[src/design/blank_and_comment_skipper_defines.svh]
// Assertion helpers shared by the skipper RTL.
`ifndef BLANK_AND_COMMENT_SKIPPER_DEFINES_SVH
`define BLANK_AND_COMMENT_SKIPPER_DEFINES_SVH

// Checks that the consequent holds in the same cycle as the antecedent.
`define BCS_ASSERT_SAME(label, ante, cons, msg) \
	label: assert property (@(posedge clk) disable iff (!arst_n) (ante) |-> (cons)) \
		else $error(msg);

// Checks that the consequent holds in the cycle after the antecedent.
`define BCS_ASSERT_NEXT(label, ante, cons, msg) \
	label: assert property (@(posedge clk) disable iff (!arst_n) (ante) |=> (cons)) \
		else $error(msg);

`endif

[src/design/bcs_pkg.sv]
`timescale 1ns / 1ps
package bcs_pkg;

	localparam int OFFSET_BITS = 16;
	localparam int LINE_BITS   = 24;

	localparam logic [OFFSET_BITS-1:0] OFF_MAX = '1;
	localparam logic [LINE_BITS-1:0]   LIN_MAX = '1;

	localparam logic [7:0] CH_NUL   = 8'h00;
	localparam logic [7:0] CH_TAB   = 8'h09;
	localparam logic [7:0] CH_LF    = 8'h0A;
	localparam logic [7:0] CH_CR    = 8'h0D;
	localparam logic [7:0] CH_SPACE = 8'h20;
	localparam logic [7:0] CH_STAR  = 8'h2A;
	localparam logic [7:0] CH_SLASH = 8'h2F;

	localparam logic [1:0] OUT_STOP  = 2'd0;
	localparam logic [1:0] OUT_END   = 2'd1;
	localparam logic [1:0] OUT_STRAY = 2'd2;

	typedef enum logic [4:0] {
		MODE_IDLE     = 5'b00001,
		MODE_BLANK    = 5'b00010,
		MODE_LINE     = 5'b00100,
		MODE_BLOCK    = 5'b01000,
		MODE_AFTER_CR = 5'b10000
	} scan_mode_t;

	typedef enum logic [2:0] {
		HELD_NONE  = 3'b001,
		HELD_SLASH = 3'b010,
		HELD_STAR  = 3'b100
	} held_kind_t;

endpackage

[src/design/blank_and_comment_skipper.sv]
`timescale 1ns / 1ps
// Skips blanks, newlines, carriage returns and C-style comments in a byte stream taken one
// character per transaction, and reports where the run stops: at a significant character, at
// the NUL that ends the text, or at a stray comment end. A transaction with tuser set starts a
// new run at its character with the line number it carries; characters outside a run are
// dropped. The block takes one character every cycle unless the master side stalls, and a result
// leaves through one input register and one result register, with the whole scan mode update
// done combinationally between them. The result register is only held back by a stalled master
// side, which then stalls the slave side.
`include "blank_and_comment_skipper_defines.svh"
module blank_and_comment_skipper
	import bcs_pkg::*;
(
	input  logic        clk,
	input  logic        arst_n,
	input  logic        s_tvalid,
	output logic        s_tready,
	input  logic [31:0] s_tdata,   // [7:0] ch, [31:8] start_line
	input  logic [0:0]  s_tuser,   // [0] begin_req
	output logic        m_tvalid,
	input  logic        m_tready,
	output logic [47:0] m_tdata    // [1:0] outcome, [17:2] stop_offset, [41:18] line_out,
	                               // [47:42] zero
);

	logic                 valid_s1;
	logic [7:0]           ch_s1;
	logic                 begin_s1;
	logic [LINE_BITS-1:0] start_line_s1;

	scan_mode_t             mode_q;
	held_kind_t             held_q;
	logic [OFFSET_BITS-1:0] skip_q;
	logic [LINE_BITS-1:0]   line_q;
	logic                   cje_q;

	logic                   out_valid_q;
	logic [1:0]             outcome_q;
	logic [OFFSET_BITS-1:0] offset_q;
	logic [LINE_BITS-1:0]   line_out_q;

	logic advance;
	logic process;

	scan_mode_t             eff_mode;
	held_kind_t             eff_held;
	logic [OFFSET_BITS-1:0] eff_skip;
	logic [LINE_BITS-1:0]   eff_line;
	logic                   eff_cje;

	scan_mode_t             mode_d;
	held_kind_t             held_d;
	logic                   cje_d;
	logic [1:0]             inc;
	logic                   line_inc;
	logic                   fin;
	logic [1:0]             outcome_d;
	logic                   run_blank;
	logic [OFFSET_BITS:0]   skip_sum;
	logic [OFFSET_BITS-1:0] skip_d;
	logic [LINE_BITS-1:0]   line_d;

	assign advance  = !out_valid_q || m_tready;
	assign process  = valid_s1 && advance;
	assign s_tready = !valid_s1 || advance;

	always_ff @(posedge clk or negedge arst_n) begin
		if (!arst_n) begin
			valid_s1 <= 1'b0;
		end else if (s_tready) begin
			valid_s1 <= s_tvalid;
		end
	end

	always_ff @(posedge clk) begin
		if (s_tready && s_tvalid) begin
			ch_s1         <= s_tdata[7:0];
			start_line_s1 <= s_tdata[31:8];
			begin_s1      <= s_tuser[0];
		end
	end

	// A begin request restarts the run before the character itself is looked at.
	always_comb begin
		if (begin_s1) begin
			eff_mode = MODE_BLANK;
			eff_held = HELD_NONE;
			eff_skip = '0;
			eff_line = start_line_s1;
			eff_cje  = 1'b0;
		end else begin
			eff_mode = mode_q;
			eff_held = held_q;
			eff_skip = skip_q;
			eff_line = line_q;
			eff_cje  = cje_q;
		end
	end

	always_comb begin
		mode_d    = eff_mode;
		held_d    = eff_held;
		cje_d     = eff_cje;
		inc       = 2'd0;
		line_inc  = 1'b0;
		fin       = 1'b0;
		outcome_d = OUT_STOP;
		run_blank = 1'b0;

		unique case (eff_mode)
			MODE_IDLE: begin
			end
			MODE_BLANK: begin
				run_blank = 1'b1;
			end
			MODE_AFTER_CR: begin
				if (ch_s1 == CH_LF) begin
					line_inc = 1'b1;
					inc      = 2'd1;
					mode_d   = MODE_BLANK;
					cje_d    = 1'b0;
				end else if (eff_cje) begin
					// A lone carriage return right after a block comment is just a blank.
					cje_d     = 1'b0;
					mode_d    = MODE_BLANK;
					run_blank = 1'b1;
				end else begin
					fin       = 1'b1;
					outcome_d = (ch_s1 == CH_NUL) ? OUT_END : OUT_STOP;
				end
			end
			MODE_LINE: begin
				if (ch_s1 == CH_NUL) begin
					fin       = 1'b1;
					outcome_d = OUT_END;
				end else if (ch_s1 == CH_LF) begin
					line_inc = 1'b1;
					inc      = 2'd1;
					mode_d   = MODE_BLANK;
				end else begin
					inc = 2'd1;
				end
			end
			MODE_BLOCK: begin
				held_d = HELD_NONE;
				if (eff_held == HELD_STAR && ch_s1 == CH_SLASH) begin
					inc    = 2'd2;
					mode_d = MODE_BLANK;
					cje_d  = 1'b1;
				end else begin
					// A held star that did not close the comment is counted now.
					inc = (eff_held == HELD_STAR) ? 2'd1 : 2'd0;
					if (ch_s1 == CH_NUL) begin
						fin       = 1'b1;
						outcome_d = OUT_END;
					end else if (ch_s1 == CH_STAR) begin
						held_d = HELD_STAR;
					end else begin
						line_inc = (ch_s1 == CH_LF);
						inc      = inc + 2'd1;
					end
				end
			end
			default: begin
			end
		endcase

		if (run_blank) begin
			if (eff_held == HELD_SLASH) begin
				held_d = HELD_NONE;
				if (ch_s1 == CH_SLASH) begin
					inc    = 2'd2;
					mode_d = MODE_LINE;
				end else if (ch_s1 == CH_STAR) begin
					inc    = 2'd2;
					mode_d = MODE_BLOCK;
				end else begin
					fin       = 1'b1;
					outcome_d = OUT_STOP;
				end
			end else if (eff_held == HELD_STAR) begin
				held_d    = HELD_NONE;
				fin       = 1'b1;
				outcome_d = (ch_s1 == CH_SLASH) ? OUT_STRAY : OUT_STOP;
			end else begin
				cje_d = 1'b0;
				if (ch_s1 == CH_SPACE || ch_s1 == CH_TAB) begin
					inc = 2'd1;
				end else if (ch_s1 == CH_SLASH) begin
					held_d = HELD_SLASH;
				end else if (ch_s1 == CH_STAR) begin
					held_d = HELD_STAR;
				end else if (ch_s1 == CH_CR) begin
					inc    = 2'd1;
					mode_d = MODE_AFTER_CR;
					// Coming from a previous carriage return, the comment end is already used up.
					cje_d  = eff_cje && (eff_mode == MODE_BLANK);
				end else if (ch_s1 == CH_LF) begin
					line_inc = 1'b1;
					inc      = 2'd1;
				end else begin
					fin       = 1'b1;
					outcome_d = (ch_s1 == CH_NUL) ? OUT_END : OUT_STOP;
				end
			end
		end

		if (fin) begin
			mode_d = MODE_IDLE;
			held_d = HELD_NONE;
			cje_d  = 1'b0;
		end
	end

	assign skip_sum = {1'b0, eff_skip} + {{(OFFSET_BITS-1){1'b0}}, inc};
	assign skip_d   = skip_sum[OFFSET_BITS] ? OFF_MAX : skip_sum[OFFSET_BITS-1:0];
	assign line_d   = (line_inc && eff_line != LIN_MAX) ? eff_line + 1'b1 : eff_line;

	always_ff @(posedge clk or negedge arst_n) begin
		if (!arst_n) begin
			mode_q <= MODE_IDLE;
			held_q <= HELD_NONE;
			skip_q <= '0;
			line_q <= '0;
			cje_q  <= 1'b0;
		end else if (process) begin
			mode_q <= mode_d;
			held_q <= held_d;
			skip_q <= skip_d;
			line_q <= line_d;
			cje_q  <= cje_d;
		end
	end

	always_ff @(posedge clk or negedge arst_n) begin
		if (!arst_n) begin
			out_valid_q <= 1'b0;
		end else if (advance) begin
			out_valid_q <= process && fin;
		end
	end

	always_ff @(posedge clk) begin
		if (process && fin) begin
			outcome_q  <= outcome_d;
			offset_q   <= skip_d;
			line_out_q <= line_d;
		end
	end

	assign m_tvalid = out_valid_q;
	assign m_tdata  = {6'd0, line_out_q, offset_q, outcome_q};

	`BCS_ASSERT_SAME(a_held_mode, held_q != HELD_NONE, mode_q == MODE_BLANK || mode_q == MODE_BLOCK, "held character outside blank or block comment mode")
	`BCS_ASSERT_SAME(a_cje_mode, cje_q, mode_q == MODE_BLANK || mode_q == MODE_AFTER_CR, "comment end flag set in wrong mode")
	`BCS_ASSERT_SAME(a_outcome_code, m_tvalid, outcome_q == OUT_STOP || outcome_q == OUT_END || outcome_q == OUT_STRAY, "invalid outcome code")
	`BCS_ASSERT_NEXT(a_fin_idle, process && fin, mode_q == MODE_IDLE && m_tvalid, "finished run did not go idle with a result")

endmodule
[config.mk]
export PLATFORM = sky130hd
export DESIGN_NAME = blank_and_comment_skipper
export DESIGN_NICKNAME = d
export VERILOG_FILES = /design/src/design/bcs_pkg.sv /design/src/design/blank_and_comment_skipper.sv
export VERILOG_INCLUDE_DIRS = /design/src /design/src/design
export SDC_FILE = /design/constraint.sdc
export NUM_CORES = 1
export LEC_CHECK = 0
export BUFFER_PORTS_ARGS = -buffer_cell sky130_fd_sc_hd__clkbuf_2
export CAP_MARGIN = 20
export CORE_UTILIZATION = 45
export DETAILED_ROUTE_END_ITERATION = 16
export HOLD_SLACK_MARGIN = 0.12
export SYNTH_ARGS = -nofsm -noshare
export SYNTH_HDL_FRONTEND = slang
export SYNTH_SLANG_ARGS = --single-unit
export TNS_END_PERCENT = 5
[constraint.sdc]
create_clock -name clk -period 11.6 [get_ports clk]
set_clock_uncertainty 0.2 [all_clocks]
set_input_delay 3.48 -clock clk [delete_from_list [all_inputs] [get_ports clk]]
set_output_delay 3.48 -clock clk [all_outputs]
set_load 0.01 [all_outputs]
======== Word level (Yosys, flattened, before mapping) ========
Cells that the tools add are included.
W data, S select, Z words.
cells by class
  mux-type cells .......................... 109
  $add $sub $neg .......................... 3
  equal/unequal tests ..................... 13
  reductions and logical operators ........ 12
operators with widths
  cell                     number
  $mux W5                  16
  $mux W2                  25
  $mux W24                 2
  $mux W1                  45
  $mux W3                  12
  $mux W16                 2
  $add A24 B1 Y24 const B  1
  $eq A8 B4 Y1 const B     3
  $eq A8 B6 Y1 const B     3
  $ne A24 B24 Y1 const B   1
  $add A16 B2 Y17          1
  $pmux W5 S3              1
  $pmux W2 S3              2
  $logic_not A8 Y1         1
  $logic_and A1 B1 Y1      6
  $pmux W1 S3              2
  $eq A5 B2 Y1 const B     1
  $eq A5 B3 Y1 const B     1
  $eq A5 B4 Y1 const B     1
  $eq A5 B5 Y1 const B     1
  $pmux W1 S2              2
  $eq A3 B2 Y1 const B     1
  $eq A3 B3 Y1 const B     1
  $logic_or A1 B1 Y1       3
  other kinds (2)          3
word-level totals
  output and inout bits ................... 50
  register bits ........................... 126

======== Longest topological paths before layout ========
Gate-level depths: netlist of the first run.
  word-level depth ........................ 18
  mapped depth ............................ 19
  mapped depth without buffers ............ 16

======== Worst setup path before layout of the first run ========
OpenSTA, ideal clock, no wires.
  kind .................................... input port to output port
  from .................................... input m_tready
  to ...................................... output s_tready
  cell stages on the path ................. 1
  arrival time ............................ 3,689 ps
  data required time ...................... 7,920 ps
  setup slack ............................. 4,231 ps
  cells stage by stage .................... nand3b_1
between the ends
  word-level cells in the longest chain between the ends .. 2
ends and longest elaborated chain
  what                line                             text
  start, declared     blank_and_comment_skipper.sv:21  input logic m_tready,
  $logic_or A1 B1 Y1  blank_and_comment_skipper.sv:63  assign advance = !out_valid_q || m_tready;
  $logic_or A1 B1 Y1  blank_and_comment_skipper.sv:65  assign s_tready = !valid_s1 || advance;
  end, declared       blank_and_comment_skipper.sv:17  output logic s_tready,
No other way between the ends.

======== Worst setup path in the final report of the first run ========
Ends and elaborated chain as after synthesis.

==> results.sh, run 1 <==
export IMPL_synth_seq_cells=126
export IMPL_hold_path_class="reg -> reg"
export IMPL_drv_cap=0
export IMPL_cts_buffers=17
export IMPL_power_density_nw_per_um2=164
export IMPL_die_area_sq_um=16200
export IMPL_status="finished, final reports clean"
export IMPL_drive_above_1_share=0.217
export IMPL_rsz0062_at_grt="false"
export IMPL_dp_hpwl_mm=10.5
export IMPL_path_max_fanout=3
export IMPL_setup_violations=0
export IMPL_grt_pass1_vias=5101
export IMPL_synth_edf_count=75
export IMPL_cts_resized=0
export IMPL_cp_start_kind="primary input"
export IMPL_fin_nets=765
export IMPL_critical_path_required_ns=7.92
export IMPL_path_cells="clkbuf_2 -> nand3b_1 -> clkbuf_2"
export IMPL_vias=5260
export IMPL_ant_nets=0
export IMPL_crit_path_top_delay_cell="nand3b_1"
export IMPL_antenna_found_initial=0
export IMPL_tightest_slew_ns=0.813
export IMPL_cts_clk_slew_worst_paths_ns=0.06
export IMPL_diodes=0
export IMPL_viasPerCell=5.55
export IMPL_numClockSinks=126
export IMPL_slew_headroom=0.453
export IMPL_p_leak_nw=3.22
export IMPL_cts_root_buf="clkbuf_16"
export IMPL_initial_utilization=0.464
export IMPL_detail_route_wirelength_mm=15.3
export IMPL_utilization=0.534
export IMPL_ys_types=85
export IMPL_slowest_delay_ns=0.18
export IMPL_rows=45
export IMPL_crit_family="buffers and inverters"
export IMPL_crit_arrival_ns=3.89
export IMPL_period_share=0.653
export IMPL_clock_fmax_ghz=0.132
export IMPL_critPathCaptureType="output pin"
export IMPL_critPathBufInv=2
export IMPL_yosysSeqAreaShare=0.499
export IMPL_worstSetupPathType="in -> out"
export IMPL_dieWidth_microns=127
export IMPL_gp_congestion=0.820
export IMPL_tritoncts="yes"
export IMPL_ir_drop_v=0.000115
export IMPL_drv_slew=0
export IMPL_grt_max_degree=58
export IMPL_synth_avg_cell_area_sq_um=10.8
export IMPL_layout_min_cycle_time_ns=7.57
export IMPL_yosys_most_used_dff="edfxtp_1"
export IMPL_cp_common_cell="clkbuf_2"
export IMPL_pin_count=87
export IMPL_io_buffers=80
export IMPL_firstDrtPassIters=4
export IMPL_synthCells=654
export IMPL_grt_overflow=0
export IMPL_report_final_hold_viol_count=0
export IMPL_wl_per_cell_microns=16.2
export IMPL_cts_setup_buffers=0
export IMPL_grt_first_pass_wirelength_mm=25.3
export IMPL_coreArea_sq_um=15300
export IMPL_setup_tns_ns=0
export IMPL_insertion_delay_ns=0.42
export IMPL_h_tree_depth=4
export IMPL_die_y_microns=127
export IMPL_grt_use_total=0.202
export IMPL_cts_path_max_buffers=2
export IMPL_area_growth_pct=15.2
export IMPL_drc=0
export IMPL_async_flop_share=0.405
export IMPL_drtIter0Drc=269
export IMPL_ctsHoldBuffers=0
export IMPL_synth_warnings=0
export IMPL_syn_cell_area_sq_um=7080
[cells by family (layout without fill, tap and decap cells)]
kind of cell | count (synthesis) | after routing | synth area share
adders and majority gates | 4 | 4 | 0.00814
xor gates and xnor gates | 56 | 56 | 0.0693
and+or+nand+nor | 248 | 248 | 0.191
DFF | 126 | 126 | 0.499
other | 1 | 6 | 0.000530
buffers and inverters | 49 | 127 | 0.0345
AOI/OAI and AO/OA | 128 | 128 | 0.134
muxes | 42 | 42 | 0.0638
[cells in the final DEF (no fill, tap or decap), types with 6 or more instances in the layout]
master     Yosys  layout
clkbuf_16      0      17
a31oi_1       10       9
nand2b_1       9       9
conb_1         1       6
edfxtp_1      75      75
or3_1          8       8
clkbuf_2       1      80
dfrtp_1       49      49
xnor2_1       30      30
buf_4          7       7
inv_1          8       8
o211ai_1      12      12
xor2_1        26      26
mux2i_1       23      23
nor2b_1       18      18
nor2_1        35      35
nor3_1        28      28
nand3_1       18      18
clkinv_2       0       6
nand2_1       73      73
o21ai_0       27      27
o31ai_1        7       7
and2_1         7       7
mux2_2        17      17
a21oi_1       18      18
nand4_1        7       7
[final timing paths]
path | startpoint | endpoint | slack (ns) | cells after the start
setup reg to reg | begin_s1 | skip_q[10] | 6.48 | 15
max in group asynchronous | arst_n | held_q[2] | 7.71 | 2
hold reg to reg | skip_q[0] | skip_q[0] | 0.31 | 1
hold / removal | skip_q[0] | skip_q[0] | 0.31 | 1
min in group asynchronous | arst_n | skip_q[0] | 3.00 | 2
setup / recovery | m_tready | s_tready | 4.03 | 3
[cells in the mapped netlist, types with 3 or more instances]
cell type  instances  area (sq um)
nand2_1           73           274
and2_1             7          43.8
nand3_1           18          90.1
a21oi_1           18          90.1
o31ai_1            7          52.6
o31a_1             3          26.3
and3_1             5          31.3
buf_4              7          52.6
o22ai_1            4          25.0
ha_1               3          37.5
nor3_2             5          50.1
a221o_1            3          30.0
a32oi_1            3          26.3
o21ai_0           27           135
dfrtp_1           49          1230
and4_1             5          43.8
inv_1              8          30.0
nor3_1            28           140
xor2_1            26           228
a211o_1            3          26.3
nand3b_1           4          30.0
mux2i_1           23           230
or4_1              3          22.5
clkbuf_1          24          90.1
and4b_1            3          30.0
a21o_1             3          22.5
a31oi_1           10          62.6
or3_1              8          50.1
o211ai_1          12          90.1
mux2_2            17           191
o21a_1             4          30.0
nor2b_1           18           113
edfxtp_1          75          2250
o221ai_1           5          43.8
nor2_1            35           131
nand4b_1           3          26.3
nand4_1            7          43.8
nand2b_1           9          56.3
buf_2              5          25.0
xnor2_1           30           263
[per-layer routing]
metal  vias up  part of all wire  track usage  routed length, microns
met5         -                 0            0                       0
met4         0             0.016       0.0798                     245
met3        19             0.035       0.0490                     541
met2       118              0.48        0.324                    7380
met1      2570              0.47        0.263                    7150
li1       2553                 -            -                       -
[sequential cells by signal (all words and copies together), names as in the netlist]
register,count
begin_s1,1
ch_s1,8
cje_q,1
held_q,3
line_out_q,24
line_q,24
m_tvalid,1
mode_q,5
offset_q,16
outcome_q,2
skip_q,16
start_line_s1,24
valid_s1,1
[metrics by stage]
| stage | setup slack (ns) | cell area, sq um | power, mW | cells | hold WS [ns] |
|---|---|---|---|---|---|
| detailed placement | 4.03 | 7610 | 0.861 | 916 | 0.297 |
| global placement | 4.05 | 7610 | 0.851 | 916 | 0.278 |
| floorplan | 4.23 | 7090 | 0.784 | 659 | 0.256 |
| finish | 4.03 | 8150 | 1.34 | 948 | 0.307 |
| global route | 3.98 | 8150 | 1.41 | 948 | 0.318 |
| CTS | 4.02 | 8150 | 1.35 | 948 | 0.310 |
[report_power, final]
group	internal, mW	switching, mW
clock	0.303	0.183
combinational	0.101	0.148
sequential	0.554	0.0508
total	0.958	0.381
[final cells by class]
class	instances	area, sq um
clock buffers	24	472
clock inverters	8	66.3
fillers	1377	7110
inverters	8	30.0
multi-input cells	484	3330
flip-flops and latches	126	3530
well taps	211	264
repair buffers	87	453
No activity file was read; power rests on OpenSTA's default activity.
==> run 2, diff against run 1 <==
--- a/config.mk
+++ b/config.mk
@@ -6,6 +6,7 @@
 export SDC_FILE = /design/constraint.sdc
 export NUM_CORES = 1
 export LEC_CHECK = 0
+export ABC_AREA = 1
 export BUFFER_PORTS_ARGS = -buffer_cell sky130_fd_sc_hd__clkbuf_2
 export CAP_MARGIN = 20
 export CORE_UTILIZATION = 45
==> constraint.sdc (replaced) <==
create_clock -name clk -period 7.35 [get_ports clk]
set_clock_uncertainty 0.2 [all_clocks]
set_input_delay 2.205 -clock clk [delete_from_list [all_inputs] [get_ports clk]]
set_output_delay 2.205 -clock clk [all_outputs]
set_load 0.01 [all_outputs]
==> run 2 against run 1 <==
Count of clock-buffer cells in the layout down 5. Via count up 20%. Clock power up 73%. Die area up 5.1%. Core utilization down 0.19 points. Worst setup slack worse by 1.7 ns. Sequential cell count unchanged. Final cell count up 37%. Sequential power up 72%. Sequential share of layout area down 1.9 points. Total power up 92%. Largest cell class unchanged. Largest power group unchanged. Highest routed layer unchanged.
==> results.sh, run 2 <==
export IMPL_setup_violations=0
export IMPL_insertion_delay_ns=0.43
export IMPL_critical_path_required_ns=4.95
export IMPL_cts_resized=0
export IMPL_firstDrtPassIters=5
export IMPL_syn_cell_area_sq_um=7440
export IMPL_dp_hpwl_mm=12.2
export IMPL_die_area_sq_um=17100
export IMPL_yosys_cell_count_top_type="nand2_1"
export IMPL_setup_tns_ns=0
export IMPL_ctsHoldBuffers=0
export IMPL_slew_headroom=0.507
export IMPL_async_flop_share=0.405
export IMPL_tritoncts="yes"
export IMPL_synth_top_area_share=0.303
export IMPL_dieWidth_microns=131
export IMPL_drtIter0Drc=338
export IMPL_detail_route_wirelength_mm=17.6
export IMPL_synthCells=998
export IMPL_initial_utilization=0.465
export IMPL_h_tree_depth=4
export IMPL_mostFrequentLayoutCells="409 x nand2_1, 114 x inv_1, 103 x nor2_1"
export IMPL_report_final_hold_viol_count=0
export IMPL_synth_commonest_cells="409 x nand2_1, 116 x inv_1, 103 x nor2_1"
export IMPL_power_density_nw_per_um2=301
export IMPL_io_buffers=80
export IMPL_reg2reg_from="begin_s1"
export IMPL_area_growth_pct=14.5
export IMPL_synth_edf_count=75
export IMPL_tightest_slew_ns=0.739
export IMPL_dp_cells=1268
export IMPL_post_route_cell_area_sq_um=8520
export IMPL_layout_min_cycle_time_ns=5.00
export IMPL_hold_path_class="reg -> reg"
export IMPL_critPathCaptureType="output pin"
export IMPL_worstHoldStart="line_q[15]"
export IMPL_worstSetupPathType="in -> out"
export IMPL_rows=46
export IMPL_reg2reg_slack_ns=2.90
export IMPL_die_y_microns=131
export IMPL_ir_drop_v=0.000242
export IMPL_crit_arrival_ns=2.60
export IMPL_reg_top3="line_out_q x24, line_q x24, start_line_s1 x24"
export IMPL_antenna_found_initial=0
export IMPL_drc=0
export IMPL_path_max_fanout=3
export IMPL_yosys_most_used_dff="edfxtp_1"
export IMPL_gp_congestion=0.904
export IMPL_period_share=0.681
export IMPL_r2r_end="skip_q[15]"
export IMPL_coreArea_sq_um=16000
export IMPL_hold_path_depth=2
export IMPL_clock_fmax_ghz=0.200
export IMPL_wl_per_cell_microns=13.5
export IMPL_utilization=0.532
export IMPL_ant_nets=0
export IMPL_cts_buffers=17
export IMPL_cts_root_buf="clkbuf_16"
export IMPL_grt_pass1_vias=5690
export IMPL_p_leak_nw=4.20
export IMPL_synth_warnings=0
export IMPL_pin_count=87
export IMPL_viasPerCell=4.86
export IMPL_synth_area_top_cells="edfxtp_1 30%, nand2_1 21%, dfrtp_1 16%"
export IMPL_drive_above_1_share=0.148
export IMPL_instances_no_fill=1300
export IMPL_yosysSeqAreaShare=0.475
export IMPL_cts_setup_buffers=0
export IMPL_synth_seq_cells=126
export IMPL_rr_worst_depth=17
export IMPL_min_to="line_q[15]"
export IMPL_fin_nets=1112
export IMPL_cp_start_kind="primary input"
export IMPL_grt_first_pass_wirelength_mm=28.2
export IMPL_post_dp_cell_area_sq_um=7920
export IMPL_diodes=0
export IMPL_final_common_cell="nand2_1"
export IMPL_synth_avg_cell_area_sq_um=7.46
export IMPL_numClockSinks=126
export IMPL_grt_use_total=0.220
export IMPL_grt_max_degree=69
export IMPL_drv_cap=0
export IMPL_cts_clk_slew_worst_paths_ns=0.06
export IMPL_vias=6323
export IMPL_grt_overflow=0
export IMPL_rsz0062_at_grt="false"
export IMPL_ys_types=43
export IMPL_cts_path_max_buffers=2
export IMPL_drv_slew=0
export IMPL_yosysTopAreaCell="edfxtp_1"
export IMPL_status="finished, final reports clean"
export IMPL_p_total_mw=2.57
run 2: cell count changes in the layout (fill, tap and decap cells not counted), moves of 23 or more:
cell	change
inv_1	+106
nand2_1	+336
nor3_1	-23
mux2i_1	-23
nand3_1	+54
nor2_1	+68
xnor2_1	-30
run 2: worst max-delay path by stage:
stage	from	to	slack, ns	depth (start not counted)
final	m_tready	s_tready	2.35	4
after global routing	m_tready	s_tready	2.30	4
after CTS	m_tready	s_tready	2.35	4
after detailed placement	m_tready	s_tready	2.36	4
after global placement	m_tready	s_tready	2.36	4
after floorplan	m_tready	s_tready	2.56	2
run 2: layout make-up:
type                            instances  area (sq um)
Timing Repair Buffer                   86           445
Sequential cell                       126          3530
Tap cell                              216           270
Inverter                              121           459
Multi-Input combinational cell        719          3210
Fill cell                            1574          7480
Clock buffer                           19           475
Clock inverter                         13           121
run 2: power breakdown:
group	switching, mW	total (mW)	internal, mW
Sequential	0.0863	1.04	0.949
Clock	0.330	0.840	0.510
Combinational	0.483	0.692	0.209
run 2: kinds of logic after synthesis:
kind of cell,share of synthesized area
buf+inv,0.0960
flops,0.475
other cells,0.000504
xor+xnor,0.0106
simple gates,0.359
compound gates,0.0520
fa+ha+maj,0.00774
run 2: stage by stage:
stage	worst slack [ns]	hold WS, ns
2_1_floorplan	2.56	0.244
3_3_place_gp	2.36	0.259
3_5_place_dp	2.36	0.266
4_1_cts	2.35	0.282
5_1_grt	2.30	0.306
6_report	2.35	0.279
run 2: routing by layer:
metal / track usage / up-vias / wire length, microns
met5: 0 / - / 0
met4: 0.0629 / 0 / 205
li1: - / 3285 / -
met1: 0.309 / 2889 / 8800
met2: 0.341 / 136 / 7950
met3: 0.0476 / 13 / 649
run 2: critical path, stage by stage:
cell and delay (ns):
clkbuf_2 0.08, inv_1 0.06, nand3_1 0.11, clkbuf_2 0.15
